===== src/rtl/ple_pkg.sv =====
`timescale 1ns / 1ps
// Shared types and constants for the positional list engine.
package ple_pkg;

    localparam int CAPACITY    = 16;
    localparam int QUEUE_DEPTH = 2;
    localparam int CNT_W       = $clog2(CAPACITY + 1);
    localparam int IDX_W       = $clog2(CAPACITY);
    localparam int LEN_W       = 5;
    localparam int POS_W       = 8;

    localparam logic [2:0] CMD_INS_FRONT = 3'd0;
    localparam logic [2:0] CMD_INS_END   = 3'd1;
    localparam logic [2:0] CMD_INS_POS   = 3'd2;
    localparam logic [2:0] CMD_DEL_FRONT = 3'd3;
    localparam logic [2:0] CMD_DEL_END   = 3'd4;
    localparam logic [2:0] CMD_DEL_POS   = 3'd5;
    localparam logic [2:0] CMD_LIST      = 3'd6;

    localparam logic [1:0] ST_OK     = 2'd0;
    localparam logic [1:0] ST_EMPTY  = 2'd1;
    localparam logic [1:0] ST_BOUNDS = 2'd2;
    localparam logic [1:0] ST_FULL   = 2'd3;

    typedef struct packed {
        logic [2:0]        command;
        logic signed [31:0] item_in;
        logic [POS_W-1:0]  position;
    } cmd_item_t;

    typedef struct packed {
        logic [1:0]         status;
        logic signed [31:0] item_out;
        logic [LEN_W-1:0]   list_length;
        logic               last;
    } rsp_item_t;

    typedef enum logic [1:0] {
        OP_INSERT,
        OP_DELETE,
        OP_LIST
    } op_kind_t;

    typedef enum logic [1:0] {
        AT_FRONT,
        AT_END,
        AT_POS
    } op_where_t;

    // Classified command as it sits in the queue.
    typedef struct packed {
        op_kind_t         kind;
        op_where_t        where;
        logic [31:0]      value;
        logic [POS_W-1:0] pos;
    } op_t;

endpackage


===== src/rtl/ple_front.sv =====
`timescale 1ns / 1ps
// Front end: accepts command items and classifies them for the queue.
module ple_front (
    input  ple_pkg::cmd_item_t cmd_item,
    input  logic               cmd_valid,
    output logic               cmd_stall,
    input  logic               q_full,
    output logic               push,
    output ple_pkg::op_t       push_op
);
    import ple_pkg::*;

    logic keep;

    assign cmd_stall = q_full;

    always_comb
    begin
        keep           = 1'b1;
        push_op.kind   = OP_INSERT;
        push_op.where  = AT_FRONT;
        push_op.value  = cmd_item.item_in;
        push_op.pos    = cmd_item.position;
        unique case (cmd_item.command) inside
            CMD_INS_FRONT, CMD_INS_END, CMD_INS_POS:
                push_op.kind = OP_INSERT;
            CMD_DEL_FRONT, CMD_DEL_END, CMD_DEL_POS:
                push_op.kind = OP_DELETE;
            CMD_LIST:
                push_op.kind = OP_LIST;
            default:
                keep = 1'b0;   // unused code: dropped, no result
        endcase
        unique case (cmd_item.command) inside
            CMD_INS_END, CMD_DEL_END:
                push_op.where = AT_END;
            CMD_INS_POS, CMD_DEL_POS:
                push_op.where = AT_POS;
            default:
                push_op.where = AT_FRONT;
        endcase
    end

    assign push = cmd_valid && !q_full && keep;

endmodule


===== src/rtl/ple_queue.sv =====
`timescale 1ns / 1ps
// Short queue of classified commands between front and back end.
module ple_queue (
    input  logic         clk,
    input  logic         rst_n,
    input  logic         push,
    input  ple_pkg::op_t push_op,
    output logic         full,
    input  logic         pop,
    output logic         head_valid,
    output ple_pkg::op_t head_op
);
    import ple_pkg::*;

    localparam int PTR_W = (QUEUE_DEPTH > 1) ? $clog2(QUEUE_DEPTH) : 1;
    localparam int QCNT_W = $clog2(QUEUE_DEPTH + 1);

    op_t               entry_reg [QUEUE_DEPTH];
    logic [PTR_W-1:0]  wr_ptr_reg, wr_ptr_next;
    logic [PTR_W-1:0]  rd_ptr_reg, rd_ptr_next;
    logic [QCNT_W-1:0] fill_reg, fill_next;

    assign full       = (fill_reg == QCNT_W'(QUEUE_DEPTH));
    assign head_valid = (fill_reg != '0);
    assign head_op    = entry_reg[rd_ptr_reg];

    always_comb
    begin
        wr_ptr_next = wr_ptr_reg;
        rd_ptr_next = rd_ptr_reg;
        fill_next   = fill_reg;
        if (push)
        begin
            wr_ptr_next = (wr_ptr_reg == PTR_W'(QUEUE_DEPTH - 1)) ? '0 : wr_ptr_reg + 1'b1;
        end
        if (pop)
        begin
            rd_ptr_next = (rd_ptr_reg == PTR_W'(QUEUE_DEPTH - 1)) ? '0 : rd_ptr_reg + 1'b1;
        end
        if (push && !pop)
        begin
            fill_next = fill_reg + 1'b1;
        end
        else if (pop && !push)
        begin
            fill_next = fill_reg - 1'b1;
        end
    end

    always_ff @(posedge clk or negedge rst_n)
    begin
        if (!rst_n)
        begin
            wr_ptr_reg <= '0;
            rd_ptr_reg <= '0;
            fill_reg   <= '0;
        end
        else
        begin
            wr_ptr_reg <= wr_ptr_next;
            rd_ptr_reg <= rd_ptr_next;
            fill_reg   <= fill_next;
        end
    end

    always_ff @(posedge clk)
    begin
        if (push)
        begin
            entry_reg[wr_ptr_reg] <= push_op;
        end
    end

endmodule


===== src/rtl/ple_back.sv =====
`timescale 1ns / 1ps
// Back end: element cells, list count, command execution and result register.
module ple_back (
    input  logic               clk,
    input  logic               rst_n,
    input  logic               head_valid,
    input  ple_pkg::op_t       head_op,
    output logic               pop,
    output logic               rsp_valid,
    input  logic               rsp_stall,
    output ple_pkg::rsp_item_t rsp_item
);
    import ple_pkg::*;

    typedef enum logic {
        S_IDLE,
        S_LIST
    } state_t;

    state_t           state_reg, state_next;
    logic [CNT_W-1:0] count_reg, count_next;
    logic [IDX_W-1:0] idx_reg, idx_next;
    logic             out_valid_reg, out_valid_next;
    rsp_item_t        out_reg, out_next;

    logic [31:0]      cell_reg [CAPACITY];
    logic [31:0]      cell_next [CAPACITY];

    logic             out_free;
    logic             do_ins, do_del;
    logic [IDX_W-1:0] ins_idx, del_idx;
    logic [8:0]       pos_ext, cnt_ext;
    logic             pos_zero, list_end;
    logic [1:0]       st;

    assign out_free  = !out_valid_reg || !rsp_stall;
    assign rsp_valid = out_valid_reg;
    assign rsp_item  = out_reg;

    assign pos_ext  = {1'b0, head_op.pos};
    assign cnt_ext  = 9'(count_reg);
    assign pos_zero = (head_op.pos == '0);
    assign list_end = (CNT_W'(idx_reg) + 1'b1 == count_reg);

    always_comb
    begin
        unique case (head_op.where)
            AT_FRONT: ins_idx = '0;
            AT_END:   ins_idx = count_reg[IDX_W-1:0];
            default:  ins_idx = IDX_W'(head_op.pos - 1'b1);
        endcase
        unique case (head_op.where)
            AT_FRONT: del_idx = '0;
            AT_END:   del_idx = IDX_W'(count_reg - 1'b1);
            default:  del_idx = IDX_W'(head_op.pos - 1'b1);
        endcase
    end

    always_comb
    begin
        state_next     = state_reg;
        count_next     = count_reg;
        idx_next       = idx_reg;
        out_valid_next = out_valid_reg && rsp_stall;
        out_next       = out_reg;
        pop            = 1'b0;
        do_ins         = 1'b0;
        do_del         = 1'b0;
        st             = ST_OK;
        unique case (state_reg)
            S_IDLE:
            begin
                if (head_valid && out_free)
                begin
                    pop = 1'b1;
                    case (head_op.kind)
                        OP_INSERT:
                        begin
                            // bounds check wins over full check
                            if (head_op.where == AT_POS && (pos_zero || pos_ext > cnt_ext + 1'b1))
                            begin
                                st = ST_BOUNDS;
                            end
                            else if (count_reg >= CNT_W'(CAPACITY))
                            begin
                                st = ST_FULL;
                            end
                            else
                            begin
                                do_ins     = 1'b1;
                                count_next = count_reg + 1'b1;
                            end
                        end
                        OP_DELETE:
                        begin
                            if (count_reg == '0)
                            begin
                                st = ST_EMPTY;
                            end
                            else if (head_op.where == AT_POS && (pos_zero || pos_ext > cnt_ext))
                            begin
                                st = ST_BOUNDS;
                            end
                            else
                            begin
                                do_del     = 1'b1;
                                count_next = count_reg - 1'b1;
                            end
                        end
                        default:
                        begin
                            if (count_reg == '0)
                            begin
                                st = ST_EMPTY;
                            end
                        end
                    endcase
                    if (head_op.kind == OP_LIST && count_reg != '0)
                    begin
                        state_next = S_LIST;
                        idx_next   = '0;
                    end
                    else
                    begin
                        out_valid_next       = 1'b1;
                        out_next.status      = st;
                        out_next.item_out    = '0;
                        out_next.list_length = LEN_W'(count_next);
                        out_next.last        = 1'b1;
                    end
                end
            end
            S_LIST:
            begin
                if (out_free)
                begin
                    out_valid_next       = 1'b1;
                    out_next.status      = ST_OK;
                    out_next.item_out    = cell_reg[idx_reg];
                    out_next.list_length = LEN_W'(count_reg);
                    out_next.last        = list_end;
                    if (list_end)
                    begin
                        state_next = S_IDLE;
                    end
                    else
                    begin
                        idx_next = idx_reg + 1'b1;
                    end
                end
            end
        endcase
    end

    // Each cell picks hold, new value, or its neighbor for the shift.
    for (genvar g = 0; g < CAPACITY; g++)
    begin : g_cell
        logic [31:0] below, above;
        if (g == 0)
        begin : g_first
            assign below = cell_reg[0];
        end
        else
        begin : g_rest
            assign below = cell_reg[g-1];
        end
        if (g == CAPACITY - 1)
        begin : g_lastc
            assign above = cell_reg[g];
        end
        else
        begin : g_mid
            assign above = cell_reg[g+1];
        end
        always_comb
        begin
            cell_next[g] = cell_reg[g];
            if (do_ins && IDX_W'(g) == ins_idx)
            begin
                cell_next[g] = head_op.value;
            end
            else if (do_ins && IDX_W'(g) > ins_idx)
            begin
                cell_next[g] = below;
            end
            else if (do_del && IDX_W'(g) >= del_idx)
            begin
                cell_next[g] = above;
            end
        end
    end

    always_ff @(posedge clk)
    begin
        for (int i = 0; i < CAPACITY; i++)
        begin
            cell_reg[i] <= cell_next[i];
        end
    end

    always_ff @(posedge clk or negedge rst_n)
    begin
        if (!rst_n)
        begin
            state_reg     <= S_IDLE;
            count_reg     <= '0;
            idx_reg       <= '0;
            out_valid_reg <= 1'b0;
            out_reg       <= '0;
        end
        else
        begin
            state_reg     <= state_next;
            count_reg     <= count_next;
            idx_reg       <= idx_next;
            out_valid_reg <= out_valid_next;
            out_reg       <= out_next;
        end
    end

    a_count_range: assert property (@(posedge clk) disable iff (!rst_n)
        count_reg <= CNT_W'(CAPACITY))
        else $error("list count above capacity");

    a_list_idx: assert property (@(posedge clk) disable iff (!rst_n)
        state_reg == S_LIST |-> CNT_W'(idx_reg) < count_reg)
        else $error("listing index past end of list");

    a_not_last_in_list: assert property (@(posedge clk) disable iff (!rst_n)
        out_valid_reg && !out_reg.last |-> state_reg == S_LIST)
        else $error("non-final result held outside a listing");

    a_status_shape: assert property (@(posedge clk) disable iff (!rst_n)
        out_valid_reg && out_reg.status != ST_OK |-> out_reg.last && out_reg.item_out == '0)
        else $error("status result with payload or without last mark");

    a_count_steady_in_list: assert property (@(posedge clk) disable iff (!rst_n)
        state_reg == S_LIST |=> $stable(count_reg))
        else $error("list count changed during a listing");

endmodule


===== src/rtl/positional_list_engine_core.sv =====
`timescale 1ns / 1ps
// Top level of the positional list engine.
//
//  channel  dir  handshake          payload
//  cmd      in   cmd_valid/stall    cmd_item  (command, item_in, position)
//  rsp      out  rsp_valid/stall    rsp_item  (status, item_out, list_length, last)
//
// Insert and delete run in the back end with all cells shifting at once.
// A listing reads the elements out in order through the single read port on
// the cell row, and the back end takes no new command until the listing ends.
// The command queue registers each command and lets cmd run ahead of rsp.
// Reset empties the list and queue; element cells are not cleared.
module positional_list_engine_core (
    input  logic               clk,
    input  logic               rst_n,
    input  logic               cmd_valid,
    output logic               cmd_stall,
    input  ple_pkg::cmd_item_t cmd_item,
    output logic               rsp_valid,
    input  logic               rsp_stall,
    output ple_pkg::rsp_item_t rsp_item
);
    import ple_pkg::*;

    logic q_full, push, pop, head_valid;
    op_t  push_op, head_op;

    ple_front u_front (
        .cmd_item  (cmd_item),
        .cmd_valid (cmd_valid),
        .cmd_stall (cmd_stall),
        .q_full    (q_full),
        .push      (push),
        .push_op   (push_op)
    );

    ple_queue u_queue (
        .clk        (clk),
        .rst_n      (rst_n),
        .push       (push),
        .push_op    (push_op),
        .full       (q_full),
        .pop        (pop),
        .head_valid (head_valid),
        .head_op    (head_op)
    );

    ple_back u_back (
        .clk        (clk),
        .rst_n      (rst_n),
        .head_valid (head_valid),
        .head_op    (head_op),
        .pop        (pop),
        .rsp_valid  (rsp_valid),
        .rsp_stall  (rsp_stall),
        .rsp_item   (rsp_item)
    );

endmodule

===== config.mk =====
export PLATFORM = sky130hd
export DESIGN_NAME = positional_list_engine_core
export DESIGN_NICKNAME = d
export VERILOG_FILES = /design/src/rtl/ple_pkg.sv /design/src/rtl/ple_front.sv /design/src/rtl/ple_queue.sv /design/src/rtl/ple_back.sv /design/src/rtl/positional_list_engine_core.sv
export SDC_FILE = /design/constraint.sdc
export NUM_CORES = 2
export LEC_CHECK = 0
export BUFFER_PORTS_ARGS = -buffer_cell sky130_fd_sc_hd__buf_2
export CORE_AREA = 2 2 253 255
export CTS_CLUSTER_DIAMETER = 100
export DETAILED_ROUTE_END_ITERATION = 10
export DIE_AREA = 0 0 255 257
export PLACE_DENSITY = 0.81
export SYNTH_ARGS = -nofsm -noshare
export SYNTH_HDL_FRONTEND = slang
export SYNTH_SLANG_ARGS = --single-unit

===== constraint.sdc =====
create_clock -name clk -period 6.4 [get_ports clk]
set_input_delay 1.28 -clock clk [delete_from_list [all_inputs] [get_ports clk]]
set_output_delay 1.28 -clock clk [all_outputs]
set_load 0.01 [all_outputs]

==> Word-level counts from Yosys, hierarchy flattened <==
Memories as Yosys holds them, arrays and structs flattened.
Cells that the tools add are included.
{ "word_totals": {"mem_count": 2, "inputBits": 47, "word_cells": 269, "out_inout_bits": 42, "mem_bits_rw": 600, "regBits": 55} }
{ "classes": {"n_bitwise": 1, "mux": 99, "eq_ne": 32, "addsub": 10, "order_cmp": 34, "n_reduce_logical": 80} }
{ "memory_table": {"columns": ["name", "words", "word_bits", "rd", "rd_clocked_by_memory_dff", "write_ports", "line_no", "text"], "rows": [
  ["u_back.cell_reg", 16, 32, 17, 0, 16, "ple_back.sv:26", "logic [31:0] cell_reg [CAPACITY];"],
  ["u_queue.entry_reg", 2, 44, 1, 0, 1, "ple_queue.sv:18", "op_t entry_reg [QUEUE_DEPTH];"]
]} }
{ "ops": {"columns": ["operator", "count"], "rows": [
  ["32-bit two-way mux", 47],
  ["40-bit two-way mux", 3],
  ["40-bit one-hot mux with 2 select lines", 1],
  ["1-bit logical AND", 56],
  ["4-bit equality test, first input constant", 8],
  ["4-bit > comparator, first input constant", 8],
  ["4-bit greater-or-equal comparator, first input constant", 7],
  ["1-bit two-way mux", 25],
  ["4-bit one-hot mux with 2 select lines", 3],
  ["5-bit two-way mux", 4],
  ["3-bit by 4-bit equality test with 1-bit output, first input constant", 4],
  ["3-bit by 4-bit greater-or-equal comparator with 1-bit output, first input constant", 4],
  ["3-bit by 4-bit > comparator with 1-bit output, first input constant", 4],
  ["4-bit two-way mux", 4],
  ["2-bit two-way mux", 6],
  ["2-bit one-hot mux with 2 select lines", 3],
  ["5-bit one-hot mux with 2 select lines", 1],
  ["3-bit equality test, second input constant", 3],
  ["2-bit by 4-bit equality test with 1-bit output, first input constant", 2],
  ["1-bit by 4-bit greater-or-equal comparator with 1-bit output, first input constant", 2],
  ["2-bit by 4-bit greater-or-equal comparator with 1-bit output, first input constant", 2],
  ["1-bit by 4-bit > comparator with 1-bit output, first input constant", 2],
  ["2-bit by 4-bit > comparator with 1-bit output, first input constant", 2],
  ["8-bit by 5-bit > comparator with 1-bit output", 1],
  ["other kinds (36)", 54]
]} }

==> Longest topological paths before layout <==
An unclocked memory read counts as a cell.
{ "depth": {"word_depth": 13, "ltp_mapped": 17, "mapped_depth_nobuf": 11} }

==> Hierarchy <==
Synthesis repeated with hierarchy kept, for this count alone.
{ "hier_totals": {"hier_cells": 2951, "hier_area_um2": 35924.5} }
{ "by_module_without_submodules": {"columns": ["mod", "cells_per_inst", "instances", "area_per_inst_um2"], "rows": [
  ["ple_back", 2747, 1, 31989.4],
  ["ple_queue", 153, 1, 3564.7],
  ["ple_front", 51, 1, 370.4]
]} }

==> Worst setup path before layout <==
OpenSTA, ideal clock, no wires.
{ "synth_timing": {"path_kind": "register -> register", "startpoint": "register u_queue.rd_ptr_reg (netlist name)", "endpoint": "memory u_back.cell_reg[3][0] (enable)", "path_stages_with_launch": 14, "path_slack_ns": 0.585, "synth_period_minus_slack_ns": 5.815, "arrival_time_ns": 5.346, "path_cell_list": "dfrtp_1 -> buf_6 -> buf_6 -> buf_2 -> buf_2 -> mux2_2 -> ha_1 -> and3_1 -> a211oi_1 -> a21oi_1 -> o22ai_2 -> and2_2 -> nand3_4 -> o31ai_1"} }
{ "synth_lines": {"columns": ["item", "line_no"], "rows": [
  ["to (decl)", "ple_back.sv:26"]
]} }

==> metrics.txt <==
Power Density 477.0 mW/mm^2; clk_skew between 0.03 and 0.04 ns; Slew @ Worst Pin 1.331 ns; worst-case vdd ir drop approximately 0.42 mV; status finished clean; Synth warnings 0; Leakage Power approximately 0.015 uW; syn nets 3163; synthesized area approximately 0.035 mm^2; CTS tree yes; Seq/Total Area, Yosys a little over half; initial antenna violation count 0; Synth cell types 75; DRC 0; final wirelength between 100 and 150 mm; ANT cells 0; Setup Viol. Count Final 0; Hold Slack 0.4728 ns; core area about 0.063 mm^2; root buffer cell clkbuf_16; # H-tree levels 3; Final period util 80.96%; Setup crit start kind flop; Synth Instances between 3000 and 4000; initial core utilization 56.45%; setup_tns 0 ns; Worst-Skew Late Latency ~0.64 ns; Yosys reg bits roughly 660; final-report hold violation count 0; Setup Buffers After CTS 0; Register Area around 0.019 mm^2; share of layout cells above drive strength 1 between 10 and 15%; unrepaired setup endpoints after global routing false; Multi-input gate area between 0.01 and 0.015 mm^2; vias in the first global route 27750; global-route wire length before repair around 170 mm; gp weighted congestion a little under 0.9; die area 0.06554 mm^2; max capacitance violation total 0; Largest register FFs a little over 500; Rel. slew slack between 10% and 20%; CTS Sinks ~660; Clock Path Buffers 3; Main synth FF type edfxtp_1; endpoint type of the worst setup path flop; Synth area leaders edfxtp_1 51%, mux2i_1 7.0%, mux4_2 6.4%; drt initial violations about 4300; routed vias/inst approximately 7.1; max frequency between 150 and 200 MHz; synthesis-to-finish area growth 9.982%; Gates resized, CTS repair 0; largest net degree at the start of global routing 106; Synth area leader edfxtp_1; share of the synthesized area in the top cell type between 50 and 60%; Final #Nets between 3000 and 4000; port bufs ~90; gr ovfl total 0; GRT Total Usage about a third; HPWL Detailed approximately 66 mm; Routed Antenna Nets 0; critical path class flop to flop; final worst path period need around 5.2 ns; critical path required time roughly 6.8 ns; Post-synth ARST share 8.397%; Top Ports slightly below 90; Detailed Routing Iterations Pass 1 9; Slew Limit Fails 0; CP Max Fanout between 40 and 50; crit path DAT between 5 and 6 ns; number of flops mapped to enable cells by yosys 600; cts hold-fix bufs 0; Worst-path clk slew about 0.060 ns; via count approximately 28000; Fillers approximately 4700; site row count 92; HP Class flop to flop; CTS Buf Count 70; Syn Area/Cell approximately 11 um^2; wire length per cell 28.16 um; Die Y 257 um; DIE WIDTH 255 um
metrics by stage:
| step | power [uW] | utilization [%] | worst slack (ns) | cell area [um^2] | std cells |
|---|---|---|---|---|---|
| 6_report | 18580 | 62.08 | 1.218 | 38950 | 3963 |
| 5_1_grt | 19230 | 62.08 | 0.9231 | 38950 | 3963 |
| 4_1_cts | 18320 | 62.08 | 1.345 | 38950 | 3963 |
| 3_5_place_dp | 14210 | 58.45 | 1.270 | 36670 | 3835 |
| 2_1_floorplan | 11560 | - | 0.5845 | 35410 | 3099 |
| 3_3_place_gp | 13920 | 58.45 | 1.337 | 36670 | 3835 |
logic make-up after synthesis:
group | share of synthesized area [%]
AO/OA/AOI/OAI | 17.53
adder cells (fa/ha/maj) | 0.6007
multiplexers | 14.48
buffers and inverters | 4.099
XOR/XNOR | 0.3957
flip-flops | 54.77
AND/OR/NAND/NOR | 8.130
worst paths after layout:
path / startpoint / end / slack (ns) / cells past startpoint
worst max-delay path: u_back.count_reg[2] / u_back.cell_reg[15][21] / 1.22 / 13
worst min-delay path: u_back.rsp_item[26] / u_back.rsp_item[26] / 0.47 / 1
worst max register to register: u_back.count_reg[2] / u_back.cell_reg[15][21] / 1.22 / 13
worst min register to register: u_back.rsp_item[26] / u_back.rsp_item[26] / 0.47 / 1
max in group asynchronous: rst_n / u_back.idx_reg[1] / 4.84 / 1
min in group asynchronous: rst_n / u_back.rsp_item[20] / 0.79 / 1
critical path: stages, from the launching register on:
cell and delay [ns]:
dfrtp_1 0.56, inv_1 0.23, nor3_1 0.50, xnor2_1 0.18, ha_1 0.26, and4_1 0.21
o21ai_0 0.10, a311oi_1 0.25, nor3_4 0.44, buf_4 0.56, nand3_2 0.85, buf_4 0.53
nand2_1 0.11, o21ai_0 0.10
cell usage after synthesis, types with 13 or more instances:
| cell | n |
|---|---|
| and3_1 | 13 |
| ha_1 | 17 |
| mux2_2 | 19 |
| o21ai_0 | 387 |
| a21oi_1 | 222 |
| buf_1 | 19 |
| nor3_1 | 14 |
| mux2i_1 | 248 |
| a221oi_1 | 40 |
| mux4_2 | 100 |
| buf_4 | 14 |
| dfrtp_1 | 55 |
| inv_1 | 30 |
| nand2_1 | 388 |
| a21o_1 | 22 |
| nor2_1 | 118 |
| buf_2 | 89 |
| nand3_1 | 73 |
| a31oi_1 | 16 |
| clkbuf_1 | 157 |
| a22oi_1 | 214 |
| o32a_1 | 13 |
| xnor2_1 | 13 |
| edfxtp_1 | 600 |
| o21ai_1 | 79 |
| mux2_1 | 16 |
power by group:
part / internal, uW / switching, uW
logic: 2630 / 4920
registers: 5990 / 899
clock network: 2380 / 1760
per-layer routing:
layer,vias to the layer above,GRT usage [%],share of wire (%)
li1,11820,-,-
met1,13530,43.54,36
met2,2276,52.60,46
met3,450,8.092,12
met4,0,18.47,5.7
met5,-,0,0
cell type report:
| class | instances | share of cell area, % |
|---|---|---|
| well taps | 846 | 2.718 |
| multi-input cells | 2123 | 38.16 |
| flip-flops and latches | 655 | 49.83 |
| repair buffers | 180 | 3.136 |
| inverters | 31 | 0.2988 |
| clock buffers | 102 | 5.150 |
| clock inverters | 26 | 0.7036 |
placed cells by master (no fill, tap or decap), types with 5 or more instances in the layout:
cell type	netlist	final
a211oi_1	6	6
a21o_1	22	22
a21oi_1	222	220
a221oi_1	40	40
a22oi_1	214	214
a31oi_1	16	16
and3_1	13	10
buf_12	0	7
buf_2	89	87
buf_4	14	86
bufinv_16	0	5
clkbuf_1	157	22
clkbuf_16	0	73
clkbuf_8	0	7
clkinv_1	1	9
clkinv_2	0	9
dfrtp_1	55	50
edfxtp_1	600	600
ha_1	17	17
inv_1	30	30
mux2_1	16	16
mux2_2	19	19
mux2i_1	248	245
mux4_2	100	100
nand2_1	388	385
nand2_2	2	5
nand2b_1	5	5
nand3_1	73	71
nand3_2	3	5
nor2_1	118	117
nor2b_1	8	6
nor3_1	14	13
o211ai_1	5	5
o21ai_0	387	380
o21ai_1	79	76
o21ai_4	0	10
o31ai_1	7	6
o32a_1	13	12
xnor2_1	13	13
No activity file was read; power rests on OpenSTA's default activity.
